===== src/hdl/ascan_pkg.sv =====
// ascan_pkg: shared types and constants for the ADC scan / knob pickup block.
// No dependencies; imported by ascan_cfg and adc_scan_knob_pickup.
package ascan_pkg;

  localparam int NUM_KNOBS_DEF = 4;
  localparam int NUM_CVS_DEF   = 4;

  localparam logic [7:0] THRESH_RESET = 8'd10;
  localparam int         SAMPLE_DROP  = 2;
  localparam int         SAMPLE_W     = 10;
  localparam int         VAL_W        = 8;
  localparam int         CH_W         = 3;

  // register index of unfreeze_threshold
  localparam logic REG_THRESH = 1'b0;

  typedef enum logic [1:0] {
    REQ_SAMPLE    = 2'd0,
    REQ_FREEZE    = 2'd1,
    REQ_READ_KNOB = 2'd2,
    REQ_READ_CV   = 2'd3
  } req_e;

  typedef enum logic {
    ST_IDLE = 1'b0,
    ST_EXEC = 1'b1
  } state_e;

  typedef struct packed {
    logic [VAL_W-1:0] tracked;
    logic [VAL_W-1:0] value;
  } knob_entry_t;

endpackage


===== src/hdl/ascan_ram.sv =====
// ascan_ram: single-port-write / single-read synchronous RAM with registered read.
// Per-entry valid bits make never-written entries read as zero after reset.
module ascan_ram #(
  parameter int DEPTH = 4,
  parameter int WIDTH = 8,
  parameter int AW    = 2
) (
  input  logic             clk,
  input  logic             rst,
  input  logic             rd_en,
  input  logic [AW-1:0]    rd_addr,
  output logic [WIDTH-1:0] rd_data,
  input  logic             wr_en,
  input  logic [AW-1:0]    wr_addr,
  input  logic [WIDTH-1:0] wr_data
);

  logic [WIDTH-1:0] mem [DEPTH];
  logic [DEPTH-1:0] valid;
  logic [WIDTH-1:0] rd_q;
  logic             rd_vld;

  always_ff @(posedge clk) begin
    if (wr_en) begin
      mem[wr_addr] <= wr_data;
    end
    if (rd_en) begin
      rd_q <= mem[rd_addr];
    end
  end

  always_ff @(posedge clk) begin
    if (rst) begin
      valid  <= '0;
      rd_vld <= 1'b0;
    end else begin
      if (wr_en) begin
        valid[wr_addr] <= 1'b1;
      end
      if (rd_en) begin
        rd_vld <= valid[rd_addr];
      end
    end
  end

  assign rd_data = rd_vld ? rd_q : '0;

endmodule


===== src/hdl/ascan_cfg.sv =====
// ascan_cfg: APB register file holding unfreeze_threshold.
// Depends on ascan_pkg.
module ascan_cfg (
  input  logic        clk,
  input  logic        rst,
  input  logic        psel,
  input  logic        penable,
  input  logic        pwrite,
  input  logic [2:0]  paddr,
  input  logic [31:0] pwdata,
  output logic [31:0] prdata,
  output logic        pready,
  output logic [7:0]  threshold
);
  import ascan_pkg::*;

  logic hit;

  assign pready = 1'b1;
  assign hit    = (paddr[2] == REG_THRESH);

  always_ff @(posedge clk) begin
    if (rst) begin
      threshold <= THRESH_RESET;
    end else if (psel && penable && pwrite && pready && hit) begin
      threshold <= pwdata[VAL_W-1:0];
    end
  end

  assign prdata = hit ? {24'd0, threshold} : 32'd0;

endmodule


===== src/hdl/adc_scan_knob_pickup.sv =====
// adc_scan_knob_pickup: top level, ADC scan sequencer with knob soft takeover.
// Depends on ascan_pkg, ascan_ram (knob and CV stores), ascan_cfg.
//
//   channel | dir | payload
//   --------+-----+------------------------------------------------------
//   s_*     | in  | tuser: req_type; tdata: adc_sample, channel_index, ...
//   m_*     | out | tdata: read_value, next_channel, knob_released
//   apb     | in  | unfreeze_threshold at byte address 0
//
// For each word, the accept edge launches the RAM read; the execute state then
// does the compare and write-back and loads the output register.
// Only one word is in flight, so no forwarding is needed.
// A result waiting in the output register does not block the next accept;
// a second result stalls in the execute cycle until the register frees.
// Reset (rst, synchronous) clears the scan pointer, freeze mask, RAM valid
// bits and sets the threshold to 10; no clearing pass.
module adc_scan_knob_pickup #(
  parameter int NUM_KNOBS = ascan_pkg::NUM_KNOBS_DEF,
  parameter int NUM_CVS   = ascan_pkg::NUM_CVS_DEF
) (
  input  logic        clk,
  input  logic        rst,
  input  logic        s_tvalid,
  output logic        s_tready,
  input  logic [23:0] s_tdata,  // [9:0] adc_sample, [12:10] channel_index,
                                // [20:13] freeze_value, [23:21] zero
  input  logic [1:0]  s_tuser,  // [1:0] req_type
  output logic        m_tvalid,
  input  logic        m_tready,
  output logic [15:0] m_tdata,  // [7:0] read_value, [10:8] next_channel,
                                // [11] knob_released, [15:12] zero
  input  logic        psel,
  input  logic        penable,
  input  logic        pwrite,
  input  logic [2:0]  paddr,
  input  logic [31:0] pwdata,
  output logic [31:0] prdata,
  output logic        pready
);
  import ascan_pkg::*;

  localparam int KAW        = (NUM_KNOBS > 1) ? $clog2(NUM_KNOBS) : 1;
  localparam int CV_DEPTH   = (NUM_CVS > 0) ? NUM_CVS : 1;
  localparam int CAW        = (CV_DEPTH > 1) ? $clog2(CV_DEPTH) : 1;
  localparam int SCAN_TOTAL = NUM_KNOBS + NUM_CVS;

  // ---------------- configuration
  logic [7:0] threshold;

  ascan_cfg u_cfg (
    .clk      (clk),
    .rst      (rst),
    .psel     (psel),
    .penable  (penable),
    .pwrite   (pwrite),
    .paddr    (paddr),
    .pwdata   (pwdata),
    .prdata   (prdata),
    .pready   (pready),
    .threshold(threshold)
  );

  // ---------------- input decode
  req_e            in_req;
  logic [CH_W-1:0] in_idx;
  logic [7:0]      in_fval;
  logic [7:0]      in_reading;
  logic [CH_W-1:0] sel_ch;
  logic [3:0]      cv_off;
  logic            in_is_knob;
  logic            in_is_cv;
  logic            accept;

  assign in_req     = req_e'(s_tuser);
  assign in_reading = s_tdata[SAMPLE_W-1:SAMPLE_DROP];
  assign in_idx     = s_tdata[12:10];
  assign in_fval    = s_tdata[20:13];

  // scan_channel for samples, channel_index for the rest
  logic [CH_W-1:0] scan_channel;
  assign sel_ch     = (in_req == REQ_SAMPLE) ? scan_channel : in_idx;
  assign in_is_knob = ({1'b0, sel_ch} < 4'(NUM_KNOBS));

  // CV slot: scanned channels sit after the knobs, reads index directly
  always_comb begin
    cv_off   = {1'b0, in_idx};
    in_is_cv = 1'b0;
    case (in_req)
      REQ_SAMPLE: begin
        cv_off   = {1'b0, scan_channel} - 4'(NUM_KNOBS);
        in_is_cv = !in_is_knob && (cv_off < 4'(NUM_CVS));
      end
      REQ_READ_CV: begin
        in_is_cv = (cv_off < 4'(NUM_CVS));
      end
      default: begin
        in_is_cv = 1'b0;
      end
    endcase
  end

  // ---------------- held item
  req_e           req_q;
  logic [7:0]     reading_q;
  logic [7:0]     fval_q;
  logic [KAW-1:0] kaddr_q;
  logic [CAW-1:0] caddr_q;
  logic           is_knob_q;
  logic           is_cv_q;

  always_ff @(posedge clk) begin
    if (accept) begin
      req_q     <= in_req;
      reading_q <= in_reading;
      fval_q    <= in_fval;
      kaddr_q   <= sel_ch[KAW-1:0];
      caddr_q   <= cv_off[CAW-1:0];
      is_knob_q <= in_is_knob;
      is_cv_q   <= in_is_cv;
    end
  end

  // ---------------- stores
  knob_entry_t    krd;
  knob_entry_t    kwr;
  logic [7:0]     crd;
  logic           fire;
  logic           k_wr_en;
  logic           c_wr_en;

  ascan_ram #(
    .DEPTH(NUM_KNOBS),
    .WIDTH($bits(knob_entry_t)),
    .AW   (KAW)
  ) u_knob_ram (
    .clk    (clk),
    .rst    (rst),
    .rd_en  (accept && in_is_knob),
    .rd_addr(sel_ch[KAW-1:0]),
    .rd_data(krd),
    .wr_en  (k_wr_en),
    .wr_addr(kaddr_q),
    .wr_data(kwr)
  );

  ascan_ram #(
    .DEPTH(CV_DEPTH),
    .WIDTH(VAL_W),
    .AW   (CAW)
  ) u_cv_ram (
    .clk    (clk),
    .rst    (rst),
    .rd_en  (accept && in_is_cv),
    .rd_addr(cv_off[CAW-1:0]),
    .rd_data(crd),
    .wr_en  (c_wr_en),
    .wr_addr(caddr_q),
    .wr_data(reading_q)
  );

  // ---------------- control FSM
  state_e state;
  state_e state_next;
  logic   slot_free;

  assign slot_free = !m_tvalid || m_tready;

  always_comb begin
    state_next = state;
    case (state)
      ST_IDLE: if (s_tvalid) state_next = ST_EXEC;
      ST_EXEC: if (slot_free) state_next = ST_IDLE;
      default: state_next = ST_IDLE;
    endcase
  end

  always_comb begin
    s_tready = 1'b0;
    fire     = 1'b0;
    case (state)
      ST_IDLE: s_tready = 1'b1;
      ST_EXEC: fire     = slot_free;
      default: begin
        s_tready = 1'b0;
        fire     = 1'b0;
      end
    endcase
  end

  assign accept = s_tvalid && s_tready;

  always_ff @(posedge clk) begin
    if (rst) begin
      state <= ST_IDLE;
    end else begin
      state <= state_next;
    end
  end

  // ---------------- execute: compare, modify, write back
  logic [NUM_KNOBS-1:0] freeze_mask;
  logic [NUM_KNOBS-1:0] freeze_mask_next;
  logic [NUM_KNOBS-1:0] kbit;
  logic [CH_W-1:0]      scan_channel_next;
  logic [3:0]           scan_inc;
  logic                 frozen;
  logic [7:0]           move;
  logic                 release_hit;
  logic [7:0]           rd_val;

  assign kbit   = NUM_KNOBS'(1) << kaddr_q;
  assign frozen = is_knob_q && ((freeze_mask & kbit) != '0);
  assign move   = (reading_q >= krd.tracked) ? (reading_q - krd.tracked)
                                             : (krd.tracked - reading_q);
  assign scan_inc = {1'b0, scan_channel} + 4'd1;

  always_comb begin
    kwr               = krd;
    k_wr_en           = 1'b0;
    c_wr_en           = 1'b0;
    release_hit       = 1'b0;
    rd_val            = '0;
    freeze_mask_next  = freeze_mask;
    scan_channel_next = scan_channel;
    case (req_q)
      REQ_SAMPLE: begin
        if (is_knob_q) begin
          k_wr_en = 1'b1;
          if (frozen) begin
            // soft takeover: jump past threshold, or land on the tracked spot
            release_hit = (move > threshold) || (reading_q == krd.tracked);
            kwr.tracked = reading_q;
            if (release_hit) begin
              kwr.value        = reading_q;
              freeze_mask_next = freeze_mask & ~kbit;
            end
          end else begin
            kwr.value = reading_q;
          end
        end
        c_wr_en = is_cv_q;
        // channel count can reach 16, so compare one bit wider
        if (({1'b0, scan_inc} >= 5'(SCAN_TOTAL)) || (scan_inc > 4'd7)) begin
          scan_channel_next = '0;
        end else begin
          scan_channel_next = scan_inc[CH_W-1:0];
        end
      end
      REQ_FREEZE: begin
        if (is_knob_q) begin
          k_wr_en   = 1'b1;
          kwr.value = fval_q;
          if (!frozen) begin
            kwr.tracked = fval_q;
          end
          freeze_mask_next = freeze_mask | kbit;
        end
      end
      REQ_READ_KNOB: begin
        if (is_knob_q) rd_val = krd.value;
      end
      REQ_READ_CV: begin
        if (is_cv_q) rd_val = crd;
      end
      default: rd_val = '0;
    endcase
    k_wr_en = k_wr_en && fire;
    c_wr_en = c_wr_en && fire;
  end

  always_ff @(posedge clk) begin
    if (rst) begin
      scan_channel <= '0;
      freeze_mask  <= '0;
    end else if (fire) begin
      scan_channel <= scan_channel_next;
      freeze_mask  <= freeze_mask_next;
    end
  end

  // ---------------- output register
  always_ff @(posedge clk) begin
    if (rst) begin
      m_tvalid <= 1'b0;
    end else if (fire) begin
      m_tvalid <= 1'b1;
    end else if (m_tready) begin
      m_tvalid <= 1'b0;
    end
  end

  always_ff @(posedge clk) begin
    if (fire) begin
      m_tdata <= {4'd0, release_hit, scan_channel_next, rd_val};
    end
  end

endmodule

===== config.mk =====
export PLATFORM = sky130hd
export DESIGN_NAME = adc_scan_knob_pickup
export DESIGN_NICKNAME = d
export VERILOG_FILES = /design/src/hdl/ascan_pkg.sv /design/src/hdl/ascan_ram.sv /design/src/hdl/ascan_cfg.sv /design/src/hdl/adc_scan_knob_pickup.sv
export SDC_FILE = /design/constraint.sdc
export NUM_CORES = 1
export LEC_CHECK = 0
export ABC_AREA = 1
export BUFFER_PORTS_ARGS = -buffer_cell sky130_fd_sc_hd__clkbuf_2
export CORE_UTILIZATION = 35
export CTS_BUF_LIST = sky130_fd_sc_hd__clkbuf_4 sky130_fd_sc_hd__clkbuf_8
export CTS_CLUSTER_DIAMETER = 150
export CTS_CLUSTER_SIZE = 16
export DETAILED_ROUTE_END_ITERATION = 10
export PLACE_DENSITY_LB_ADDON = 0.05
export SLEW_MARGIN = 30
export SYNTH_ARGS = -nofsm -noshare
export SYNTH_HDL_FRONTEND = slang
export SYNTH_SLANG_ARGS = --single-unit

===== constraint.sdc =====
create_clock -name clk -period 3.2 [get_ports clk]
set_clock_uncertainty 0.15 [all_clocks]
set_input_delay 0.16 -clock clk [delete_from_list [all_inputs] [get_ports clk]]
set_output_delay 0.16 -clock clk [all_outputs]
set_load 0.02 [all_outputs]

-- After elaboration in Yosys (flattened, before gate mapping)
Memory sizes are Yosys's and may differ from the RTL's. A register that Yosys moved wholly into a read port is not among the register bits.
Index checks and enable logic that the tools add are counted.
- register bits after elaboration: 63
- memory bits (writable): 96
- input bits: 68
- output and inout bits: 51
- logic and storage cells: 126
- memories kept: 2
- $add $sub $neg: 4
- $lt $le $gt $ge: 13
- equality and inequality tests: 9
- shift operators: 1
- mux-type cells: 46
- bitwise logic cells: 8
- reduce and logical (&&, ||, !) cells: 25
- memory list (name ; depth ; bits a word ; read ports ; clocked after Yosys merged registers in ; wr ports ; RTL line ; RTL):
    u_knob_ram.mem ; 4 ; 16 ; 1 ; 1 ; 1 ; ascan_ram.sv:18 ; logic [WIDTH-1:0] mem [DEPTH];
    u_cv_ram.mem ; 4 ; 8 ; 1 ; 1 ; 1 ; ascan_ram.sv:18 ;
- operators by type and width (cell ; count):
    8-bit 2-to-1 mux ; 9
    16-bit 2-to-1 mux ; 3
    16-bit one-hot mux with 2 select lines ; 1
    1-bit 2-to-1 mux ; 17
    4-bit 2-to-1 mux ; 4
    8-bit one-hot mux with 2 select lines ; 1
    8-bit subtractor ; 2
    1-bit logical AND ; 12
    2-bit by 3-bit less-than comparator with 1-bit output, second input constant ; 4
    4-bit OR ; 3
    3-bit 2-to-1 mux ; 3
    4-bit AND ; 2
    8-bit equality test ; 1
    8-bit >= comparator ; 1
    8-bit > comparator ; 1
    2-bit != test, second input constant ; 4
    4-bit one-hot mux with 2 select lines ; 1
    2-bit equality test, second input constant ; 3
    3-bit less-than comparator, second input constant ; 2
    6-bit AND reduction ; 1
    3-bit by 1-bit adder with 4-bit output, second input constant ; 1
    1-bit binary-select mux with 2-bit select ; 2
    1-bit demux with 2-bit select ; 2
    2-bit by 1-bit >= comparator with 1-bit output, second input constant ; 2
    other kinds (17) ; 24

-- Logic depth before layout (Yosys ltp)
- word-level depth: 9
- depth in mapped cells: 30
- depth with buffers taken out: 28

-- Cells and area by module
From an unflattened synthesis, not the netlist that was laid out.
- cell total of the unflattened synthesis: 901
- area, all modules: 9178.8 sq um
- by module, submodules not included (module ; instances ; cells an instance ; area each (sq um) ; seq. area each (sq um)):
    adc_scan_knob_pickup ; 1 ; 434 ; 3484.6 ; 1201.2
    ascan_ram at u_knob_ram ; 1 ; 236 ; 3303.2 ; 2502.4
    ascan_ram at u_cv_ram ; 1 ; 134 ; 1737.9 ; 1301.2
    ascan_cfg ; 1 ; 97 ; 653.1 ; 160.2

-- Least setup slack after synthesis
Ideal clock, no wire load.
- path kind: reg2reg
- start point: reg u_knob_ram.rd_vld
- end point: mem u_knob_ram.mem[0][2] in the netlist's numbering, data pin
- library setup time: 0.278 ns
- arrival time: 2.981 ns
- required time: 2.772 ns
- setup slack: -0.209 ns
- stages on the path, launching flop included: 29
- path buffers: 2
- clock period less this slack: 3.409 ns
- path through: dfxtp_1 clkbuf_1 nand2_1 inv_1 ha_1 buf_2 nand2_1 inv_1 nand2_1 nand2_1 nand2_1 inv_1 nor2_4 o21ai_0 o21ai_0 inv_1 ha_1 nand2_1 inv_1 nand2_1 nand2_1 nand2_1 nand2_1 nand2_1 nand3_4 nand2_4 nand2_1 nand3_1 nand3_1
- RTL lines (what ; RTL line ; RTL):
    from (decl) ; ascan_ram.sv:21 ; logic rd_vld;
    from (signal assigned) ; ascan_ram.sv:41 ; rd_vld <= valid[rd_addr];
    to (decl) ; ascan_ram.sv:18 ;

==> summary.txt <==
GRT
  – Number of antenna violations at the first check in global routing: 1
  – Number of global-route vias before repair: 6140
  – Global-route wire length before repair: 36500 um
  – Remaining Overflow, GRT: 0
  – Largest net degree at the start of global routing: 53
  – GRT Overall Usage: 20.9%

Finish
  – Share of the core filled with cells in the final layout: 45.8%
  – Area growth from synthesis to layout: 27.9%
  – Fraction of final layout cells sized beyond drive strength 1: 29.7%
  – Layout fillers: 2200
  – Final cell area excluding filler cells: 10800 sq um
  – Nets@finish: 1058
  – Non-filler cells, final: 1294

Synthesis
  – Cell taking the most area after synthesis: sky130_fd_sc_hd__edfxtp_1
  – Primary flip-flop cell chosen by synthesis mapping: sky130_fd_sc_hd__edfxtp_1
  – Netlist area before placement: 8440 sq um
  – Synth cell types: 41
  – Top cells by area in the synthesized netlist: sky130_fd_sc_hd__edfxtp_1 (55%), sky130_fd_sc_hd__dfxtp_1 (6.4%), sky130_fd_sc_hd__nand2_1 (4.7%)
  – Seq cells post-synth: 181
  – Synth warn: 0
  – Sequential fraction of the synthesis area: 61.2%
  – Top-area cell type share of the netlist area: 54.8%
  – Number of flops mapped to enable cells by yosys: 154
  – Synth Area per Inst: 10.7 sq um
  – Instance count of the mapped netlist: 792
  – Fraction of synthesis flops using an asynchronous set or reset pin: 0%

Placement
  – Final HPWL from detailed placement: 17400 um
  – Routability cong.: 0.831
  – Post-placement cell area: 9520 sq um
  – Count of input and output buffers: 58
  – Number of placed cells counting well taps: 1211

Critical path
  – Endpoint kind of the worst setup timing path: register
  – Startpoint types: register
  – CP Max Fanout: 6
  – Data arrival time at the worst-slack endpoint: 3.58 ns
  – List of cells traversed by the critical path: buf_4 > nand2_4 > inv_2 > ha_4 > buf_4 > nand4_1 > o221ai_2 > xor2_1 > nand2_1 > nand2_1 > inv_2 > ha_4 > nand2_2 > nor2_4 > nand4_1 > nand2_4 > nand3_4 > nand2_8 > nand2_2 > nand3_2 > nand3_2
  – Slowest cell on the critical path: sky130_fd_sc_hd__dfxtp_4
  – Crit Path Category: register to register
  – Critical path required time: 3.26 ns
  – Largest stage delay on the critical path: 0.38 ns

Pwr
  – Peak supply drop: 0.000338 V
  – Pwr Density: 486 nW/um^2
  – Leakage power: 4.32 nW

Floorplan
  – Area of the die: 24700 sq um
  – Initial Utilization: 35.8%
  – I/O pin cnt: 119
  – Die X-Extent: 157 um
  – # rows: 56
  – Core area: 23500 sq um
  – Vert. Die Dim: 157 um

STA
  – Final setup violation count: 37
  – Achievable Freq: 284 MHz
  – Worst slew slack as a fraction of its limit: 46.2%
  – Final Hold Violating Endpoints: 0
  – Number of pins exceeding their max-slew limit in the final report: 0
  – Final Cycle Share: 110%
  – Setup repair after global routing missed its margin: yes
  – Minimum period implied by the final worst setup slack: 3.52 ns
  – Post-route setup TNS: -11.26 ns
  – Worst Setup Slack, final: -0.325 ns
  – Slew at the pin with the worst max-slew slack: 0.808 ns

Worst hold path
  – Min-delay worst type: input port to register

Detailed routing
  – Vias post-DR: 6281
  – Total wirelength of the detailed-routed design: 24900 um
  – Number of nets with antenna violations after detailed routing: 0
  – Via/cell ratio: 4.85
  – Wire length per cell after detailed routing: 19.2 um
  – Residual DRC: 0
  – Number of DRC violations after detailed-routing iteration 0: 373
  – Detailed Routing Iterations Pass 1: 5

Clocking
  – Clock edge transition at the registers on the reported setup and hold paths: 0.10 ns
  – Clk_lat worst skew: 0.46 ns
  – H-tree depth: 4
  – Clock root cell: sky130_fd_sc_hd__clkbuf_8
  – Clock sinks: 181
  – TritonCTS clock tree: built
  – Clock buffer depth: 2
  – Clock buffers created by TritonCTS: 17

Flow run
  – Max-cap violations: 0

Outcome
  – Result of the run: complete, but fails checks
  – Failing checks: negative setup slack
path summary, 6_finish.rpt:
| check | startpoint | cells after the start | slack [ns] | end |
|---|---|---|---|---|
| max | u_knob_ram.rd_vld | 21 | -0.32 | u_knob_ram.mem[2][3] |
| min | psel | 4 | 0.22 | u_cfg.threshold[6] |
| min reg2reg | u_cv_ram.valid[2] | 2 | 0.33 | u_cv_ram.valid[2] |
| max reg2reg | u_knob_ram.rd_vld | 21 | -0.32 | u_knob_ram.mem[2][3] |
through the flow:
stage / power [mW] / hold WS (ns) / worst slack, ns
4_1_cts: 5.24 / 0.181 / -0.305
5_1_grt: 5.48 / 0.217 / -0.498
2_1_floorplan: 3.24 / 0.109 / -0.0492
6_report: 5.25 / 0.216 / -0.325
3_3_place_gp: 3.52 / 0.187 / -0.499
3_5_place_dp: 3.53 / 0.189 / -0.497
state kept, by name (all words and copies together), names as in the netlist, 2 cells and up, named ones only:
name,flops
reading_q,8
u_cv_ram.mem,32
fval_q,8
kaddr_q,2
m_tdata,12
u_knob_ram.rd_q,16
u_cv_ram.valid,4
u_knob_ram.mem,64
u_cfg.threshold,8
scan_channel,3
req_q,2
u_knob_ram.valid,4
u_cv_ram.rd_q,8
layout by cell type (no fill, tap or decap), types with 3 or more instances in the layout:
cell type / count
sky130_fd_sc_hd__clkinv_4: 5
sky130_fd_sc_hd__nand2_2: 16
sky130_fd_sc_hd__inv_4: 3
sky130_fd_sc_hd__xor2_1: 10
sky130_fd_sc_hd__nand2_4: 13
sky130_fd_sc_hd__nand4_1: 3
sky130_fd_sc_hd__o21ai_1: 7
sky130_fd_sc_hd__nand3_1: 16
sky130_fd_sc_hd__ha_4: 13
sky130_fd_sc_hd__dlygate4sd3_1: 35
sky130_fd_sc_hd__nand3_2: 17
sky130_fd_sc_hd__ha_1: 13
sky130_fd_sc_hd__dfxtp_1: 26
sky130_fd_sc_hd__nand3_4: 3
sky130_fd_sc_hd__inv_6: 4
sky130_fd_sc_hd__nor2_4: 5
sky130_fd_sc_hd__inv_2: 19
sky130_fd_sc_hd__nor2_1: 99
sky130_fd_sc_hd__nor2_2: 4
sky130_fd_sc_hd__buf_4: 80
sky130_fd_sc_hd__clkbuf_8: 17
sky130_fd_sc_hd__o221ai_1: 10
sky130_fd_sc_hd__o22ai_1: 36
sky130_fd_sc_hd__nand2_1: 81
sky130_fd_sc_hd__a21oi_2: 10
sky130_fd_sc_hd__o21ai_0: 65
sky130_fd_sc_hd__a21oi_1: 22
sky130_fd_sc_hd__o21bai_1: 4
sky130_fd_sc_hd__inv_1: 64
sky130_fd_sc_hd__clkbuf_2: 58
sky130_fd_sc_hd__edfxtp_1: 154
sky130_fd_sc_hd__buf_6: 4
sky130_fd_sc_hd__conb_1: 29
cells in the mapped netlist (4+ instances only):
cell	n
sky130_fd_sc_hd__a21oi_1	33
sky130_fd_sc_hd__buf_2	10
sky130_fd_sc_hd__buf_4	30
sky130_fd_sc_hd__clkbuf_1	15
sky130_fd_sc_hd__dfxtp_1	27
sky130_fd_sc_hd__edfxtp_1	154
sky130_fd_sc_hd__ha_1	26
sky130_fd_sc_hd__inv_1	78
sky130_fd_sc_hd__inv_2	7
sky130_fd_sc_hd__nand2_1	106
sky130_fd_sc_hd__nand3_1	33
sky130_fd_sc_hd__nor2_1	103
sky130_fd_sc_hd__o21ai_0	71
sky130_fd_sc_hd__o21bai_1	4
sky130_fd_sc_hd__o221ai_1	12
sky130_fd_sc_hd__o22ai_1	36
sky130_fd_sc_hd__xor2_1	10
layout make-up:
cell class	instances	area (sq um)	share of cell area (%)
Sequential cell	181	5170	47.9
Multi-Input combinational cell	499	3220	29.8
Inverter	86	330	3.06
Antenna cell	1	2.50	0.0232
Tap cell	319	399	3.70
Clock inverter	13	148	1.37
Clock buffer	18	241	2.24
Timing Repair Buffer	177	1290	11.9
power by group:
group | switching [mW] | total (mW) | leakage, nW | internal [mW]
Sequential | 0.0467 | 2.69 | 1.64 | 2.64
Combinational | 0.597 | 0.980 | 2.48 | 0.383
Clock | 0.866 | 1.58 | 0.199 | 0.711
Total | 1.51 | 5.25 | 4.32 | 3.74
metal layers:
layer / track usage [%] / part of all wire [%] / vias up / wire (um)
met5: 0 / 0 / - / 0
met4: 7.95 / 2.4 / 0 / 608
met3: 3.36 / 3.5 / 33 / 874
met2: 35.0 / 49 / 174 / 12200
met1: 27.0 / 45 / 3039 / 11200
li1: - / - / 3035 / -
timing repair:
action	4_1_cts	5_1_grt
resized for setup	73	28
pin swaps	36	33
endpoints found under the setup margin	37	37
hold endpoints to repair	38	0
gates cloned	3	0
hold buffers	35	0
buffers inserted	6	7
cell families after synthesis:
family,Yosys count,share of synthesized area [%]
other cells,2,0.0890
flops,181,61.2
simple gates,262,13.9
xor+xnor,12,1.25
buf+inv,142,7.92
fa+ha+maj,28,4.33
compound gates,165,11.3
worst max-delay path: cells and delay by family (launching register included):
| kind | cells | cell delay [ns] |
|---|---|---|
| AND/OR/NAND/NOR | 13 | 1.37 |
| buffers and inverters | 4 | 0.35 |
| adder cells (fa/ha/maj) | 2 | 0.55 |
| flip-flops | 1 | 0.38 |
| XOR/XNOR | 1 | 0.28 |
| AO/OA/AOI/OAI | 1 | 0.19 |
No activity file was read; power rests on OpenSTA's default activity.
